--- src/rtl/differential_qpsk_demodulator_defines.svh ---
// ----------------------------------------------------------------------------
// Differential QPSK demodulator - shared assertion macros
// Concurrent checks clocked on clock and quiet while reset is high.
// ----------------------------------------------------------------------------
`ifndef DIFFERENTIAL_QPSK_DEMODULATOR_DEFINES_SVH
`define DIFFERENTIAL_QPSK_DEMODULATOR_DEFINES_SVH

// property must hold at every edge outside reset
`define DQPSK_ASSERT(lbl, prop, msg) \
   lbl: assert property (@(posedge clock) disable iff (reset) prop) else $error(msg);

// condition must never be seen outside reset
`define DQPSK_ASSERT_NEVER(lbl, cond, msg) \
   lbl: assert property (@(posedge clock) disable iff (reset) !(cond)) else $error(msg);

`endif

--- src/rtl/dqpsk_pkg.sv ---
// ----------------------------------------------------------------------------
// dqpsk_pkg
// Widths, register codes, tables and the mu-law expander for the demodulator.
// ----------------------------------------------------------------------------
package dqpsk_pkg;

   localparam int ACCUM_WIDTH       = 40;
   localparam int CORDIC_STEPS      = 16;
   localparam int CARRIER_TABLE_LEN = 20;
   localparam int ATAN_LEN          = 20;

   localparam int SAMPLE_W    = 32;
   localparam int PCM_W       = 16;
   localparam int PROD_W      = 2 * PCM_W;
   localparam int ANGLE_W     = 16;
   localparam int DIBIT_W     = 2;
   localparam int CORDIC_W    = ACCUM_WIDTH + 3;
   localparam int STEP_W      = $clog2(ATAN_LEN);
   localparam int CARRIER_W   = $clog2(CARRIER_TABLE_LEN);
   localparam int THIRDS_W    = 6;
   localparam int CSR_INDEX_W = 1;
   localparam int CSR_DATA_W  = 32;

   localparam int QUEUE_DEPTH = 2;
   localparam int QUEUE_PTR_W = $clog2(QUEUE_DEPTH);
   localparam int QUEUE_CNT_W = $clog2(QUEUE_DEPTH + 1);

   // register indexes
   localparam logic [CSR_INDEX_W-1:0] REG_START_SAMPLE = 1'd0;
   localparam logic [CSR_INDEX_W-1:0] REG_END_SAMPLE   = 1'd1;

   localparam logic [SAMPLE_W-1:0] START_RESET  = '0;
   localparam logic [SAMPLE_W-1:0] END_RESET    = '1;
   localparam logic [SAMPLE_W-1:0] SAMPLE_LIMIT = '1;

   // carrier table walk: m advances by 3 mod 20, sine sits 15 entries on
   localparam logic [CARRIER_W-1:0] CARRIER_STEP = CARRIER_W'(3);
   localparam logic [CARRIER_W-1:0] CARRIER_WRAP = CARRIER_W'(CARRIER_TABLE_LEN - 3);
   localparam logic [CARRIER_W-1:0] SIN_OFFSET   = CARRIER_W'(15);
   localparam logic [CARRIER_W-1:0] SIN_WRAP     = CARRIER_W'(CARRIER_TABLE_LEN - 15);

   // symbol timing in thirds of a sample
   localparam logic [THIRDS_W-1:0] THIRDS_STEP       = THIRDS_W'(3);
   localparam logic [THIRDS_W-1:0] THIRDS_PER_SYMBOL = THIRDS_W'(40);

   localparam logic [ANGLE_W-1:0] HALF_TURN    = 16'h8000;
   localparam logic [ANGLE_W-1:0] EIGHTH_TURN  = 16'h2000;

   localparam logic [7:0] ULAW_BIAS = 8'h84;

   typedef struct packed {
      logic signed [ACCUM_WIDTH-1:0] acc_i;
      logic signed [ACCUM_WIDTH-1:0] acc_q;
      logic [SAMPLE_W-1:0]           sample_index;
   } symbol_type;

   function automatic logic signed [PCM_W-1:0] carrier_value(input logic [CARRIER_W-1:0] m);
      logic signed [PCM_W-1:0] v;
      case (m)
         5'd0:    v =  16'sd32767;
         5'd1:    v =  16'sd31163;
         5'd2:    v =  16'sd26509;
         5'd3:    v =  16'sd19260;
         5'd4:    v =  16'sd10126;
         5'd5:    v =  16'sd0;
         5'd6:    v = -16'sd10126;
         5'd7:    v = -16'sd19260;
         5'd8:    v = -16'sd26509;
         5'd9:    v = -16'sd31163;
         5'd10:   v = -16'sd32767;
         5'd11:   v = -16'sd31163;
         5'd12:   v = -16'sd26509;
         5'd13:   v = -16'sd19260;
         5'd14:   v = -16'sd10126;
         5'd15:   v =  16'sd0;
         5'd16:   v =  16'sd10126;
         5'd17:   v =  16'sd19260;
         5'd18:   v =  16'sd26509;
         5'd19:   v =  16'sd31163;
         default: v =  16'sd0;
      endcase
      return v;
   endfunction

   // round(atan(2^-i) * 32768 / pi)
   function automatic logic [ANGLE_W-1:0] atan_value(input logic [STEP_W-1:0] i);
      logic [ANGLE_W-1:0] v;
      case (i)
         5'd0:    v = 16'd8192;
         5'd1:    v = 16'd4836;
         5'd2:    v = 16'd2555;
         5'd3:    v = 16'd1297;
         5'd4:    v = 16'd651;
         5'd5:    v = 16'd326;
         5'd6:    v = 16'd163;
         5'd7:    v = 16'd81;
         5'd8:    v = 16'd41;
         5'd9:    v = 16'd20;
         5'd10:   v = 16'd10;
         5'd11:   v = 16'd5;
         5'd12:   v = 16'd3;
         5'd13:   v = 16'd1;
         5'd14:   v = 16'd1;
         default: v = 16'd0;
      endcase
      return v;
   endfunction

   function automatic logic signed [PCM_W-1:0] ulaw_expand(input logic [7:0] b);
      logic [7:0]              u;
      logic [14:0]             t;
      logic signed [PCM_W-1:0] mag;
      logic signed [PCM_W-1:0] bias;
      u    = ~b;
      t    = 15'({u[3:0], 3'b000}) + 15'(ULAW_BIAS);
      t    = t << u[6:4];
      mag  = signed'({1'b0, t});
      bias = signed'(PCM_W'(ULAW_BIAS));
      return u[7] ? (bias - mag) : (mag - bias);
   endfunction

endpackage

--- src/rtl/dqpsk_front.sv ---
// ----------------------------------------------------------------------------
// dqpsk_front
// Sample intake: mu-law expansion, carrier mixing, I/Q accumulation and
// symbol timing. Hands each finished symbol's accumulators to the queue.
// ----------------------------------------------------------------------------
module dqpsk_front (
   input  logic                                 clock,
   input  logic                                 reset,
   input  logic                                 req_valid,
   output logic                                 req_stall,
   input  logic [7:0]                           req_ulaw_byte,
   input  logic                                 csr_write,
   input  logic [dqpsk_pkg::CSR_INDEX_W-1:0]    csr_index,
   input  logic [dqpsk_pkg::CSR_DATA_W-1:0]     csr_wdata,
   output logic                                 sym_valid,
   input  logic                                 sym_ready,
   output dqpsk_pkg::symbol_type                sym_data
);

   logic [dqpsk_pkg::SAMPLE_W-1:0]  start_ff, start_in;
   logic [dqpsk_pkg::SAMPLE_W-1:0]  end_ff, end_in;
   logic [dqpsk_pkg::SAMPLE_W-1:0]  sample_counter_ff, sample_counter_in;
   logic [dqpsk_pkg::CARRIER_W-1:0] carrier_ff, carrier_in;
   logic [dqpsk_pkg::CARRIER_W-1:0] sin_index;

   logic                                  p1_valid_ff, p1_valid_in;
   logic signed [dqpsk_pkg::PCM_W-1:0]    p1_pcm_ff, p1_pcm_in;
   logic signed [dqpsk_pkg::PCM_W-1:0]    p1_cos_ff, p1_cos_in;
   logic signed [dqpsk_pkg::PCM_W-1:0]    p1_sin_ff, p1_sin_in;
   logic [dqpsk_pkg::SAMPLE_W-1:0]        p1_index_ff, p1_index_in;

   logic                                  p2_valid_ff, p2_valid_in;
   logic signed [dqpsk_pkg::PROD_W-1:0]   p2_prod_i_ff, p2_prod_i_in;
   logic signed [dqpsk_pkg::PROD_W-1:0]   p2_prod_q_ff, p2_prod_q_in;
   logic [dqpsk_pkg::SAMPLE_W-1:0]        p2_index_ff, p2_index_in;

   logic [dqpsk_pkg::THIRDS_W-1:0]        thirds_ff, thirds_in;
   logic [dqpsk_pkg::THIRDS_W-1:0]        thirds_sum;
   logic signed [dqpsk_pkg::ACCUM_WIDTH-1:0] acc_i_ff, acc_i_in;
   logic signed [dqpsk_pkg::ACCUM_WIDTH-1:0] acc_q_ff, acc_q_in;
   logic signed [dqpsk_pkg::ACCUM_WIDTH-1:0] sum_i, sum_q;

   logic in_window;
   logic p2_close;
   logic p2_stall;
   logic p2_fire;
   logic req_fire;

   // -------------------------------------------------------------------------
   // window and carrier bookkeeping
   // -------------------------------------------------------------------------
   assign in_window = (sample_counter_ff >= start_ff) && (sample_counter_ff < end_ff);
   assign sin_index = (carrier_ff >= dqpsk_pkg::SIN_WRAP) ?
                      (carrier_ff - dqpsk_pkg::SIN_WRAP) : (carrier_ff + dqpsk_pkg::SIN_OFFSET);

   assign thirds_sum = thirds_ff + dqpsk_pkg::THIRDS_STEP;
   assign p2_close   = thirds_sum >= dqpsk_pkg::THIRDS_PER_SYMBOL;
   assign sum_i      = acc_i_ff + dqpsk_pkg::ACCUM_WIDTH'(p2_prod_i_ff);
   assign sum_q      = acc_q_ff + dqpsk_pkg::ACCUM_WIDTH'(p2_prod_q_ff);

   // only a symbol-closing sample can hold the pipe
   assign p2_stall  = p2_valid_ff & p2_close & ~sym_ready;
   assign p2_fire   = p2_valid_ff & ~p2_stall;
   assign req_stall = p1_valid_ff & p2_stall;
   assign req_fire  = req_valid & ~req_stall;

   assign sym_valid             = p2_valid_ff & p2_close;
   assign sym_data.acc_i        = sum_i;
   assign sym_data.acc_q        = sum_q;
   assign sym_data.sample_index = p2_index_ff;

   always_comb begin
      start_in = start_ff;
      end_in   = end_ff;
      if (csr_write) begin
         unique case (csr_index)
            dqpsk_pkg::REG_START_SAMPLE: start_in = csr_wdata;
            dqpsk_pkg::REG_END_SAMPLE:   end_in   = csr_wdata;
            default: ;
         endcase
      end
   end

   always_comb begin
      sample_counter_in = sample_counter_ff;
      carrier_in        = carrier_ff;
      p1_valid_in       = p1_valid_ff;
      p1_pcm_in         = p1_pcm_ff;
      p1_cos_in         = p1_cos_ff;
      p1_sin_in         = p1_sin_ff;
      p1_index_in       = p1_index_ff;
      if (req_fire) begin
         if (sample_counter_ff != dqpsk_pkg::SAMPLE_LIMIT) begin
            sample_counter_in = sample_counter_ff + dqpsk_pkg::SAMPLE_W'(1);
         end
         carrier_in = (carrier_ff >= dqpsk_pkg::CARRIER_WRAP) ?
                      (carrier_ff - dqpsk_pkg::CARRIER_WRAP) :
                      (carrier_ff + dqpsk_pkg::CARRIER_STEP);
         // samples outside the window never enter the mixer
         p1_valid_in = in_window;
         p1_pcm_in   = dqpsk_pkg::ulaw_expand(req_ulaw_byte);
         p1_cos_in   = dqpsk_pkg::carrier_value(carrier_ff);
         p1_sin_in   = dqpsk_pkg::carrier_value(sin_index);
         p1_index_in = sample_counter_ff;
      end else if (!p2_stall) begin
         p1_valid_in = 1'b0;
      end
   end

   always_comb begin
      p2_valid_in  = p2_valid_ff;
      p2_prod_i_in = p2_prod_i_ff;
      p2_prod_q_in = p2_prod_q_ff;
      p2_index_in  = p2_index_ff;
      if (!p2_stall) begin
         p2_valid_in  = p1_valid_ff;
         p2_prod_i_in = p1_pcm_ff * p1_cos_ff;
         p2_prod_q_in = p1_pcm_ff * p1_sin_ff;
         p2_index_in  = p1_index_ff;
      end
   end

   always_comb begin
      thirds_in = thirds_ff;
      acc_i_in  = acc_i_ff;
      acc_q_in  = acc_q_ff;
      if (p2_fire) begin
         if (p2_close) begin
            thirds_in = thirds_sum - dqpsk_pkg::THIRDS_PER_SYMBOL;
            acc_i_in  = '0;
            acc_q_in  = '0;
         end else begin
            thirds_in = thirds_sum;
            acc_i_in  = sum_i;
            acc_q_in  = sum_q;
         end
      end
   end

   always_ff @(posedge clock) begin
      if (reset) begin
         start_ff          <= dqpsk_pkg::START_RESET;
         end_ff            <= dqpsk_pkg::END_RESET;
         sample_counter_ff <= '0;
         carrier_ff        <= '0;
         p1_valid_ff       <= 1'b0;
         p2_valid_ff       <= 1'b0;
         thirds_ff         <= '0;
         acc_i_ff          <= '0;
         acc_q_ff          <= '0;
      end else begin
         start_ff          <= start_in;
         end_ff            <= end_in;
         sample_counter_ff <= sample_counter_in;
         carrier_ff        <= carrier_in;
         p1_valid_ff       <= p1_valid_in;
         p2_valid_ff       <= p2_valid_in;
         thirds_ff         <= thirds_in;
         acc_i_ff          <= acc_i_in;
         acc_q_ff          <= acc_q_in;
      end
   end

   always_ff @(posedge clock) begin
      p1_pcm_ff    <= p1_pcm_in;
      p1_cos_ff    <= p1_cos_in;
      p1_sin_ff    <= p1_sin_in;
      p1_index_ff  <= p1_index_in;
      p2_prod_i_ff <= p2_prod_i_in;
      p2_prod_q_ff <= p2_prod_q_in;
      p2_index_ff  <= p2_index_in;
   end

endmodule

--- src/rtl/dqpsk_queue.sv ---
// ----------------------------------------------------------------------------
// dqpsk_queue
// Short symbol queue between the sample front end and the CORDIC back end.
// ----------------------------------------------------------------------------
`include "differential_qpsk_demodulator_defines.svh"

module dqpsk_queue (
   input  logic                   clock,
   input  logic                   reset,
   input  logic                   push_valid,
   output logic                   push_ready,
   input  dqpsk_pkg::symbol_type  push_data,
   output logic                   pop_valid,
   input  logic                   pop,
   output dqpsk_pkg::symbol_type  pop_data
);

   dqpsk_pkg::symbol_type                entries_ff [dqpsk_pkg::QUEUE_DEPTH];
   logic [dqpsk_pkg::QUEUE_PTR_W-1:0]    wr_ptr_ff, wr_ptr_in;
   logic [dqpsk_pkg::QUEUE_PTR_W-1:0]    rd_ptr_ff, rd_ptr_in;
   logic [dqpsk_pkg::QUEUE_CNT_W-1:0]    count_ff, count_in;
   logic                                 push_fire;
   logic                                 pop_fire;

   assign push_ready = count_ff != dqpsk_pkg::QUEUE_CNT_W'(dqpsk_pkg::QUEUE_DEPTH);
   assign pop_valid  = count_ff != '0;
   assign push_fire  = push_valid & push_ready;
   assign pop_fire   = pop & pop_valid;
   assign pop_data   = entries_ff[rd_ptr_ff];

   always_comb begin
      wr_ptr_in = wr_ptr_ff;
      rd_ptr_in = rd_ptr_ff;
      count_in  = count_ff;
      if (push_fire) begin
         wr_ptr_in = (wr_ptr_ff == dqpsk_pkg::QUEUE_PTR_W'(dqpsk_pkg::QUEUE_DEPTH - 1)) ?
                     '0 : wr_ptr_ff + dqpsk_pkg::QUEUE_PTR_W'(1);
      end
      if (pop_fire) begin
         rd_ptr_in = (rd_ptr_ff == dqpsk_pkg::QUEUE_PTR_W'(dqpsk_pkg::QUEUE_DEPTH - 1)) ?
                     '0 : rd_ptr_ff + dqpsk_pkg::QUEUE_PTR_W'(1);
      end
      if (push_fire && !pop_fire) begin
         count_in = count_ff + dqpsk_pkg::QUEUE_CNT_W'(1);
      end else if (pop_fire && !push_fire) begin
         count_in = count_ff - dqpsk_pkg::QUEUE_CNT_W'(1);
      end
   end

   always_ff @(posedge clock) begin
      if (reset) begin
         wr_ptr_ff <= '0;
         rd_ptr_ff <= '0;
         count_ff  <= '0;
      end else begin
         wr_ptr_ff <= wr_ptr_in;
         rd_ptr_ff <= rd_ptr_in;
         count_ff  <= count_in;
      end
   end

   always_ff @(posedge clock) begin
      if (push_fire) begin
         entries_ff[wr_ptr_ff] <= push_data;
      end
   end

   `DQPSK_ASSERT(a_count_range, count_ff <= dqpsk_pkg::QUEUE_CNT_W'(dqpsk_pkg::QUEUE_DEPTH), "queue count beyond depth")
   `DQPSK_ASSERT(a_push_only, (push_fire && !pop_fire && !reset) |=> (count_ff == $past(count_ff) + dqpsk_pkg::QUEUE_CNT_W'(1)), "push did not raise count")
   `DQPSK_ASSERT_NEVER(a_pop_empty, pop && !pop_valid, "pop from empty queue")

endmodule

--- src/rtl/dqpsk_back.sv ---
// ----------------------------------------------------------------------------
// dqpsk_back
// Iterative vectoring CORDIC, differential phase against the previous
// symbol, and the registered result stage.
// ----------------------------------------------------------------------------
`include "differential_qpsk_demodulator_defines.svh"

module dqpsk_back (
   input  logic                                clock,
   input  logic                                reset,
   input  logic                                sym_valid,
   output logic                                sym_pop,
   input  dqpsk_pkg::symbol_type               sym_data,
   output logic                                rsp_valid,
   input  logic                                rsp_stall,
   output logic [dqpsk_pkg::DIBIT_W-1:0]       rsp_dibit,
   output logic [dqpsk_pkg::SAMPLE_W-1:0]      rsp_symbol_number,
   output logic [dqpsk_pkg::SAMPLE_W-1:0]      rsp_sample_index,
   output logic signed [dqpsk_pkg::ANGLE_W-1:0] rsp_phase_step
);

   localparam logic [1:0] ST_IDLE   = 2'd0;
   localparam logic [1:0] ST_ROTATE = 2'd1;
   localparam logic [1:0] ST_FINISH = 2'd2;

   logic [1:0] state_ff, state_in;

   logic signed [dqpsk_pkg::CORDIC_W-1:0] x_ff, x_in;
   logic signed [dqpsk_pkg::CORDIC_W-1:0] y_ff, y_in;
   logic signed [dqpsk_pkg::CORDIC_W-1:0] x_load, y_load;
   logic signed [dqpsk_pkg::CORDIC_W-1:0] dx, dy;
   logic [dqpsk_pkg::ANGLE_W-1:0]         z_ff, z_in;
   logic [dqpsk_pkg::STEP_W-1:0]          step_ff, step_in;
   logic                                  zero_ff, zero_in;
   logic [dqpsk_pkg::SAMPLE_W-1:0]        index_ff, index_in;

   logic [dqpsk_pkg::ANGLE_W-1:0]         ref_ff, ref_in;
   logic                                  ref_valid_ff, ref_valid_in;
   logic [dqpsk_pkg::SAMPLE_W-1:0]        symbol_count_ff, symbol_count_in;

   logic                                  rsp_valid_ff, rsp_valid_in;
   logic [dqpsk_pkg::DIBIT_W-1:0]         rsp_dibit_ff, rsp_dibit_in;
   logic [dqpsk_pkg::SAMPLE_W-1:0]        rsp_number_ff, rsp_number_in;
   logic [dqpsk_pkg::SAMPLE_W-1:0]        rsp_index_ff, rsp_index_in;
   logic [dqpsk_pkg::ANGLE_W-1:0]         rsp_phase_ff, rsp_phase_in;

   logic [dqpsk_pkg::ANGLE_W-1:0]         angle;
   logic [dqpsk_pkg::ANGLE_W-1:0]         delta;
   logic [dqpsk_pkg::ANGLE_W-1:0]         delta_rounded;
   logic                                  out_free;
   logic                                  load_rsp;

   assign x_load        = dqpsk_pkg::CORDIC_W'(sym_data.acc_i);
   assign y_load        = dqpsk_pkg::CORDIC_W'(sym_data.acc_q);
   assign dx            = y_ff >>> step_ff;
   assign dy            = x_ff >>> step_ff;
   assign angle         = zero_ff ? '0 : z_ff;
   assign delta         = angle - ref_ff;
   assign delta_rounded = delta + dqpsk_pkg::EIGHTH_TURN;
   assign out_free      = ~rsp_valid_ff | ~rsp_stall;
   assign load_rsp      = (state_ff == ST_FINISH) & ref_valid_ff & out_free;
   assign sym_pop       = (state_ff == ST_IDLE) & sym_valid;

   always_comb begin
      state_in        = state_ff;
      x_in            = x_ff;
      y_in            = y_ff;
      z_in            = z_ff;
      step_in         = step_ff;
      zero_in         = zero_ff;
      index_in        = index_ff;
      ref_in          = ref_ff;
      ref_valid_in    = ref_valid_ff;
      symbol_count_in = symbol_count_ff;
      rsp_dibit_in    = rsp_dibit_ff;
      rsp_number_in   = rsp_number_ff;
      rsp_index_in    = rsp_index_ff;
      rsp_phase_in    = rsp_phase_ff;
      rsp_valid_in    = rsp_valid_ff & rsp_stall;

      unique case (state_ff)
         ST_IDLE: begin
            if (sym_valid) begin
               zero_in  = (sym_data.acc_i == '0) && (sym_data.acc_q == '0);
               index_in = sym_data.sample_index;
               step_in  = '0;
               // fold the left half-plane over before the micro-rotations
               if (sym_data.acc_i < 0) begin
                  x_in = -x_load;
                  y_in = -y_load;
                  z_in = dqpsk_pkg::HALF_TURN;
               end else begin
                  x_in = x_load;
                  y_in = y_load;
                  z_in = '0;
               end
               state_in = ST_ROTATE;
            end
         end
         ST_ROTATE: begin
            if (y_ff < 0) begin
               x_in = x_ff - dx;
               y_in = y_ff + dy;
               z_in = z_ff - dqpsk_pkg::atan_value(step_ff);
            end else begin
               x_in = x_ff + dx;
               y_in = y_ff - dy;
               z_in = z_ff + dqpsk_pkg::atan_value(step_ff);
            end
            if (step_ff == dqpsk_pkg::STEP_W'(dqpsk_pkg::CORDIC_STEPS - 1)) begin
               state_in = ST_FINISH;
            end else begin
               step_in = step_ff + dqpsk_pkg::STEP_W'(1);
            end
         end
         ST_FINISH: begin
            if (!ref_valid_ff) begin
               // first symbol only sets the reference
               ref_valid_in = 1'b1;
               ref_in       = angle;
               state_in     = ST_IDLE;
            end else if (out_free) begin
               rsp_valid_in    = 1'b1;
               rsp_dibit_in    = delta_rounded[dqpsk_pkg::ANGLE_W-1 -: dqpsk_pkg::DIBIT_W];
               rsp_number_in   = symbol_count_ff;
               rsp_index_in    = index_ff;
               rsp_phase_in    = delta;
               symbol_count_in = symbol_count_ff + dqpsk_pkg::SAMPLE_W'(1);
               ref_in          = angle;
               state_in        = ST_IDLE;
            end
         end
         default: begin
            state_in = ST_IDLE;
         end
      endcase
   end

   always_ff @(posedge clock) begin
      if (reset) begin
         state_ff        <= ST_IDLE;
         ref_ff          <= '0;
         ref_valid_ff    <= 1'b0;
         symbol_count_ff <= '0;
         rsp_valid_ff    <= 1'b0;
      end else begin
         state_ff        <= state_in;
         ref_ff          <= ref_in;
         ref_valid_ff    <= ref_valid_in;
         symbol_count_ff <= symbol_count_in;
         rsp_valid_ff    <= rsp_valid_in;
      end
   end

   always_ff @(posedge clock) begin
      x_ff          <= x_in;
      y_ff          <= y_in;
      z_ff          <= z_in;
      step_ff       <= step_in;
      zero_ff       <= zero_in;
      index_ff      <= index_in;
      rsp_dibit_ff  <= rsp_dibit_in;
      rsp_number_ff <= rsp_number_in;
      rsp_index_ff  <= rsp_index_in;
      rsp_phase_ff  <= rsp_phase_in;
   end

   assign rsp_valid         = rsp_valid_ff;
   assign rsp_dibit         = rsp_dibit_ff;
   assign rsp_symbol_number = rsp_number_ff;
   assign rsp_sample_index  = rsp_index_ff;
   assign rsp_phase_step    = signed'(rsp_phase_ff);

   `DQPSK_ASSERT(a_step_range, (state_ff == ST_ROTATE) |-> (step_ff <= dqpsk_pkg::STEP_W'(dqpsk_pkg::CORDIC_STEPS - 1)), "CORDIC step beyond last")
   `DQPSK_ASSERT(a_load_shows, (load_rsp && !reset) |=> rsp_valid_ff, "loaded result not presented")
   `DQPSK_ASSERT(a_count_step, (load_rsp && !reset) |=> (symbol_count_ff == $past(symbol_count_ff) + dqpsk_pkg::SAMPLE_W'(1)), "symbol count did not advance")

endmodule

--- src/rtl/differential_qpsk_demodulator.sv ---
// ----------------------------------------------------------------------------
// differential_qpsk_demodulator
// V.22-style DQPSK receiver: mu-law samples in, dibits out, one per symbol after the first.
// ----------------------------------------------------------------------------
// Usage:
//   req_*  : one mu-law byte per transaction (req_valid / req_stall).
//   rsp_*  : one result per symbol after the first: dibit, running symbol
//            number, closing sample index and signed phase step.
//   csr_*  : write-only start_sample / end_sample, written while idle.
// Path    : closing sample -> symbol queue -> CORDIC -> output register.
// Throughput: one sample per cycle into the two-stage mixer while req_stall is
//   low. Each symbol occupies the iterative CORDIC from idle to finish, and no
//   new symbol is popped before it is done; with symbols 13 to 14 samples apart
//   the two-entry symbol queue fills.
// Reset   : synchronous; clears window to all samples, timing, accumulators,
//   sample count, symbol count and the phase reference.
// Stall   : a waiting result sits in the output register; the CORDIC keeps
//   going on the next symbol and holds only when a new result is ready,
//   after which the queue and then req_stall push back.
// ----------------------------------------------------------------------------
module differential_qpsk_demodulator (
   input  logic                                  clock,
   input  logic                                  reset,
   input  logic                                  req_valid,
   output logic                                  req_stall,
   input  logic [7:0]                            req_ulaw_byte,
   output logic                                  rsp_valid,
   input  logic                                  rsp_stall,
   output logic [dqpsk_pkg::DIBIT_W-1:0]         rsp_dibit,
   output logic [dqpsk_pkg::SAMPLE_W-1:0]        rsp_symbol_number,
   output logic [dqpsk_pkg::SAMPLE_W-1:0]        rsp_sample_index,
   output logic signed [dqpsk_pkg::ANGLE_W-1:0]  rsp_phase_step,
   input  logic                                  csr_write,
   input  logic [dqpsk_pkg::CSR_INDEX_W-1:0]     csr_index,
   input  logic [dqpsk_pkg::CSR_DATA_W-1:0]      csr_wdata
);

   logic                  push_valid;
   logic                  push_ready;
   dqpsk_pkg::symbol_type push_data;
   logic                  pop_valid;
   logic                  pop;
   dqpsk_pkg::symbol_type pop_data;

   dqpsk_front u_front (
      .clock         (clock),
      .reset         (reset),
      .req_valid     (req_valid),
      .req_stall     (req_stall),
      .req_ulaw_byte (req_ulaw_byte),
      .csr_write     (csr_write),
      .csr_index     (csr_index),
      .csr_wdata     (csr_wdata),
      .sym_valid     (push_valid),
      .sym_ready     (push_ready),
      .sym_data      (push_data)
   );

   dqpsk_queue u_queue (
      .clock      (clock),
      .reset      (reset),
      .push_valid (push_valid),
      .push_ready (push_ready),
      .push_data  (push_data),
      .pop_valid  (pop_valid),
      .pop        (pop),
      .pop_data   (pop_data)
   );

   dqpsk_back u_back (
      .clock             (clock),
      .reset             (reset),
      .sym_valid         (pop_valid),
      .sym_pop           (pop),
      .sym_data          (pop_data),
      .rsp_valid         (rsp_valid),
      .rsp_stall         (rsp_stall),
      .rsp_dibit         (rsp_dibit),
      .rsp_symbol_number (rsp_symbol_number),
      .rsp_sample_index  (rsp_sample_index),
      .rsp_phase_step    (rsp_phase_step)
   );

endmodule
--- config.mk ---
export PLATFORM = sky130hd
export DESIGN_NAME = differential_qpsk_demodulator
export DESIGN_NICKNAME = d
export VERILOG_FILES = /design/src/rtl/dqpsk_pkg.sv /design/src/rtl/dqpsk_front.sv /design/src/rtl/dqpsk_queue.sv /design/src/rtl/dqpsk_back.sv /design/src/rtl/differential_qpsk_demodulator.sv
export VERILOG_INCLUDE_DIRS = /design/src /design/src/rtl
export SDC_FILE = /design/constraint.sdc
export NUM_CORES = 2
export LEC_CHECK = 0
export ABC_AREA = 1
export BUFFER_PORTS_ARGS = -buffer_cell sky130_fd_sc_hd__buf_4
export CAP_MARGIN = 40
export CORE_ASPECT_RATIO = 1.1
export CORE_MARGIN = 2
export CORE_UTILIZATION = 60
export DETAILED_ROUTE_END_ITERATION = 10
export PLACE_DENSITY = 0.83
export SETUP_SLACK_MARGIN = 0.15
export SYNTH_ARGS = -nofsm -noshare
export SYNTH_HDL_FRONTEND = slang
export SYNTH_SLANG_ARGS = --single-unit
--- constraint.sdc ---
create_clock -name clock -period 10.95 [get_ports clock]
set_clock_uncertainty 0.05 [all_clocks]
set_input_delay 3.285 -clock clock [delete_from_list [all_inputs] [get_ports clock]]
set_output_delay 3.285 -clock clock [all_outputs]
set_load 0.01 [all_outputs]
# Word level (Yosys, flattened, before mapping)
# Memories as Yosys holds them, arrays and structs flattened. A register that Yosys moved wholly into a read port is not among the register bits.
# Index checks and enable logic that the tools add are counted.
# op_classes
add_sub_neg	28
mul	2
n_lt_le_gt_ge	7
n_eq_ne	11
shift	3
n_mux	50
n_bitwise	17
n_reduce_logical	21
# ops
cell	n
two-way mux 43 bit	6
two-way mux 16 bit	13
case mux 43 bit (2 select lines)	2
adder 43 bit	2
negator 40 -> 43 bit	2
>>> shifter 43 x 5 -> 43 bit	2
subtractor 43 bit	2
adder 40 x 32 -> 40 bit	2
zero test 40 bit	2
two-way mux 40 bit	2
adder 32 x 1 -> 32 bit (second input constant)	2
multiplier 16 x 16 -> 32 bit	2
less-than comparator 43 x 1 -> 1 bit (second input constant)	1
less-than comparator 40 x 1 -> 1 bit (second input constant)	1
greater-or-equal comparator 32 bit	1
less-than comparator 32 bit	1
inequality test 32 bit (second input constant)	1
case mux 16 bit (2 select lines)	1
subtractor 16 bit	2
two-way mux 5 bit	4
adder 16 x 14 -> 16 bit (second input constant)	1
adder 16 bit	1
subtractor 15 x 8 -> 16 bit (second input constant)	1
subtractor 8 x 15 -> 16 bit (first input constant)	1
37 further kinds	84
# totals
regBits	611
ramBits	224
rom_bits	1472
in_bits	46
output_inout_bits	84
wordCells	176
n_memories	5
# mem_list
name	depth	width	rd	rd_ports_with_merged_regs	write_ports	line_no	rtl
(no name shown)	32	16	1	1	0	dqpsk_pkg.sv:59	case (m)
(no name shown)	32	16	1	1	0	dqpsk_pkg.sv:59	
(no name shown)	16	14	1	1	0	dqpsk_pkg.sv:88	case (i)
(no name shown)	16	14	1	1	0	dqpsk_pkg.sv:88	
u_queue.entries_ff	2	112	1	1	1	dqpsk_queue.sv:18	dqpsk_pkg::symbol_type entries_ff [dqpsk_pkg::QUEUE_DEPTH];

# Depth between registers and ports, before layout
# logic_depth
ltp_word	8
mapped_depth	37
ltp_nobuf	36

# Modules after synthesis
# Synthesis repeated with hierarchy kept, for this count alone.
# hier_totals
hier_cells	9618
hier_area_um2	75497.4
# by_module_without_submodules
module	n_inst	cells_each	area_per_inst_um2	seq_area_each_um2
dqpsk_front	1	5003	39262.7	8568.2
dqpsk_back	1	4230	27895.5	7987.7
dqpsk_queue	1	385	8339.2	6826.5

# Worst setup path after synthesis
# Ideal clock, no wire load.
# synth_path
path_type	register -> register
start	register u_queue.count_ff[1] (netlist name)
end	register u_back.x_ff[0] (netlist name) (enable)
setup_time_ns	0.624
arrival_ns	5.915
required_ns	10.276
setup_slack_ns	4.362
path_stages_with_launch	3
n_path_buf	0
synth_period_minus_slack_ns	6.588
path_cell_list	dfxtp_1 > inv_1 > a31oi_1
# synth_via
elab_chain_len	3
# synth_rtl
element	line_no	rtl
from (decl)	dqpsk_queue.sv:21	logic [dqpsk_pkg::QUEUE_CNT_W-1:0] count_ff, count_in;
from (signal assigned)	dqpsk_queue.sv:58	count_ff <= count_in;
nonzero test 2 bit	dqpsk_queue.sv:26	assign pop_valid = count_ff != '0;
inequality test 2 x 1 -> 1 bit (no line)	-	
AND reduction 2 bit (no line)	-	
to (signal assigned)	dqpsk_back.sv:156	x_ff <= x_in;
to (decl)	dqpsk_back.sv:28	logic signed [dqpsk_pkg::CORDIC_W-1:0] x_ff, x_in;
# Every way passes these cells.
# A chain may end at the register's enable or synchronous reset.

# Worst setup path after layout
# layout_path
start	register u_front.p1_pcm_ff[15] (netlist name)
end	register u_front.p2_prod_q_ff[31] (netlist name) (data pin)
# layout_via
elab_chain_len	1
# layout_rtl
element	line_no	rtl
from (decl)	dqpsk_front.sv:27	logic signed [dqpsk_pkg::PCM_W-1:0] p1_pcm_ff, p1_pcm_in;
from (signal assigned)	dqpsk_front.sv:165	p1_pcm_ff <= p1_pcm_in;
multiplier 16 x 16 -> 32 bit	dqpsk_front.sv:118	p2_prod_q_in = p1_pcm_ff * p1_sin_ff;
to (signal assigned)	dqpsk_front.sv:170	p2_prod_q_ff <= p2_prod_q_in;
to (decl)	dqpsk_front.sv:34	logic signed [dqpsk_pkg::PROD_W-1:0] p2_prod_q_ff, p2_prod_q_in;
# Every way passes these cells.

==> impl_metrics.ini <==
[run_status]
status = completed

[die]
initial_core_util_pct = 60.7
die_width_microns = 336
io_pins = 130
row_count = 133
coreArea_sq_um = 120000
die_area_sq_um = 124000
die_h_microns = 369

[clocking]
cts-root-buf = clkbuf_16
postCtsHoldBufs = 0
cts_tree = built
cts_repair_resize_count = 0
clk_path_buf_depth = 3
clk_latency_ps = 740
post_cts_buffers = 0
cts_sinks = 856
clkTransAtPathRegs_ps = 60
htree_levels = 3
cts-buffers-inserted = 89

[synthesis]
ys.flop_type = edfxtp_1
synth_edf_count = 600
synth_cell_types = 63
seq_area_frac_synth_pct = 31.8
synth_seq_cells = 856
synth_fp_nets = 10275
syn_area_sq_um = 72700
syn_inst = 9309
async_flop_share_pct = 0
syn_avg_cell_area_sq_um = 7.81
synth_warnings = 0

[routing]
drtIter0Drc = 5750
drt-total-wl_microns = 201000
ant_nets = 0
vias_per_cell = 5.77
first_pass_iters = 6
vias = 63046
wl_per_cell_microns = 18.4
drc = 0

[global_route]
grt_pass1_vias = 61527
globalRouteTotalUtil_pct = 32.4
grt_remaining_overflow = 0
grt_pass1_wl_microns = 320000
grt_max_degree = 91
antenna_found_initial = 2

[worst_hold_path]
hold_end = u_front.p2_index_ff[24]
min-delay-start = u_front.p1_index_ff[24]
hold_path_depth = 0
hold_class = reg2reg

[final_layout]
fillers = 10113
drive_above_1_share_pct = 5.24
multiInputGateArea_sq_um = 42600
areaGrowthSynthToFinish_pct = 7.41
instances_no_fill = 10933
final_common_cell = nand2_1
seq_area_sq_um = 23100
final_nets = 10269
mostFrequentLayoutCells = nand2_1 (2266), inv_1 (1484), nand3_1 (715)

[placed_design]
hpwl_microns = 156000
gp_congestion = 1.02
dp_cells = 10764
io_buffer_count = 129

[timing]
hold_violations = 0
setup-tns-final_ps = 0
period_share_pct = 63.1
max_freq_mhz = 145
max_slew_margin_pct = 36.9
tightestPinTransition_ps = 947
rsz0062_at_grt = false
slew_viol_final = 0
period_needed_ps = 6910
setup_violations = 0

[critical_path]
critPathKind = reg2reg
r2r-start = u_front.p1_pcm_ff[15]
worst-endpoint-required_ps = 11370
r2r_cells = 25
critPathMaxFanout = 24
critPathArrivalTime_ps = 7330
cp-start-kind = flop
r2r_end = u_front.p2_prod_q_ff[31]
end_kind = flop
slowest_delay_ps = 920
reg2reg_slack_ps = 4040
crit_path_top_delay_cell = edfxtp_1

[flow_run]
max_cap_viol_count = 0
sequential cells by signal, summed over array words and instances (netlist names), 30 cells and up, named ones only:
register and flops:
u_front.p2_prod_q_ff 30, u_queue.entries_ff 216, u_front.start_ff 32, u_back.index_ff 32, u_front.p2_prod_i_ff 30, u_back.symbol_count_ff 32, u_front.p1_index_ff 32, u_back.y_ff 43
u_front.acc_i_ff 38, u_front.sample_counter_ff 32, u_back.x_ff 43, u_front.acc_q_ff 38, u_back.rsp_symbol_number 32, u_front.end_ff 32, u_back.rsp_sample_index 32, u_front.p2_index_ff 32
cells in the mapped netlist, types with 12 or more instances:
cell type / instances / area [sq um]
or2_2: 13 / 81.3
a31oi_1: 39 / 244
nand2_1: 2268 / 8510
nor3_1: 98 / 490
xnor2_1: 93 / 815
and2_1: 23 / 144
ha_1: 448 / 5610
nand3_1: 715 / 3580
a21boi_0: 17 / 128
mux2_2: 32 / 360
a211oi_1: 12 / 90.1
buf_4: 14 / 105
buf_2: 44 / 220
inv_1: 1488 / 5590
o21ai_0: 459 / 2300
buf_6: 21 / 236
nor4_1: 29 / 181
o211ai_1: 57 / 428
o21bai_1: 37 / 278
nor2_2: 29 / 181
o21ai_1: 67 / 335
nand4_1: 71 / 444
a21oi_1: 608 / 3040
dfxtp_1: 256 / 5120
xor2_1: 190 / 1660
edfxtp_1: 600 / 18000
nor2_1: 674 / 2530
buf_1: 48 / 180
a21o_1: 31 / 233
o21ai_2: 12 / 105
o21a_1: 24 / 180
fa_1: 472 / 9450
nand3b_1: 25 / 188
inv_2: 20 / 75.1
clkbuf_1: 160 / 601
routing by layer:
metal  vias to the layer above  GRT usage [%]  wire [microns]
li1                      30231              -               -
met1                     29635           40.9           80300
met2                      2617           55.4           97100
met3                       563           3.94           13000
met4                         0           15.3           10600
met5                         -              0               0
worst max path at each step:
| stage | start | depth (start not counted) | slack, ps | endpoint |
|---|---|---|---|---|
| after floorplan | u_queue.count_ff[1] | 2 | 4360 | u_back.x_ff[0] |
| after global placement | u_front.p1_pcm_ff[15] | 25 | 3980 | u_front.p2_prod_q_ff[31] |
| after detailed placement | u_front.p1_pcm_ff[15] | 25 | 3940 | u_front.p2_prod_q_ff[31] |
| after CTS | u_front.p1_pcm_ff[15] | 25 | 3950 | u_front.p2_prod_q_ff[31] |
| after global routing | u_front.p1_pcm_ff[15] | 25 | 3440 | u_front.p2_prod_q_ff[31] |
| final | u_front.p1_pcm_ff[15] | 25 | 4040 | u_front.p2_prod_q_ff[31] |
final cells by class:
cell class                 instances  share of cell area [%]
multi-input combinational       6652                    54.5
sequential                       856                    29.6
inverter                        1514                    7.28
clock buffer                     106                    3.01
tap                             1552                    2.49
timing repair buffer             190                    2.05
clock inverter                    61                   0.958
antenna                            2                 0.00641
cell families (layout without fill, tap and decap cells):
kind of cell	after synthesis	after routing	synth area share, %
AOI/OAI and AO/OA	1417	1417	10.7
xor gates and xnor gates	284	284	3.43
adders and majority gates	920	920	20.7
buffers and inverters	1801	1871	9.67
DFF	856	856	31.8
muxes	39	39	0.592
other	0	2	0
and+or+nand+nor	3992	3992	23.0
critical path: cells and delay by family, from the launching register on:
family | cells | cell delay (ps)
adders and majority gates | 7 | 3360
buffers and inverters | 6 | 900
AOI/OAI and AO/OA | 1 | 80
and+or+nand+nor | 10 | 1240
xor gates and xnor gates | 1 | 130
DFF | 1 | 920
through the flow:
step	cell area, sq um	hold WS (ps)	worst slack (ps)	util (%)
final	78100	363	4040	65.2
after global routing	78100	371	3440	65.2
after CTS	78100	368	3950	65.2
after detailed placement	75000	355	3940	62.6
after global placement	74700	352	3980	62.3
after floorplan	72700	350	4360	-
Power is left out: the tool's default activity adds up to more than one toggle a clock period on the data nets, which glitch-free logic cannot reach.
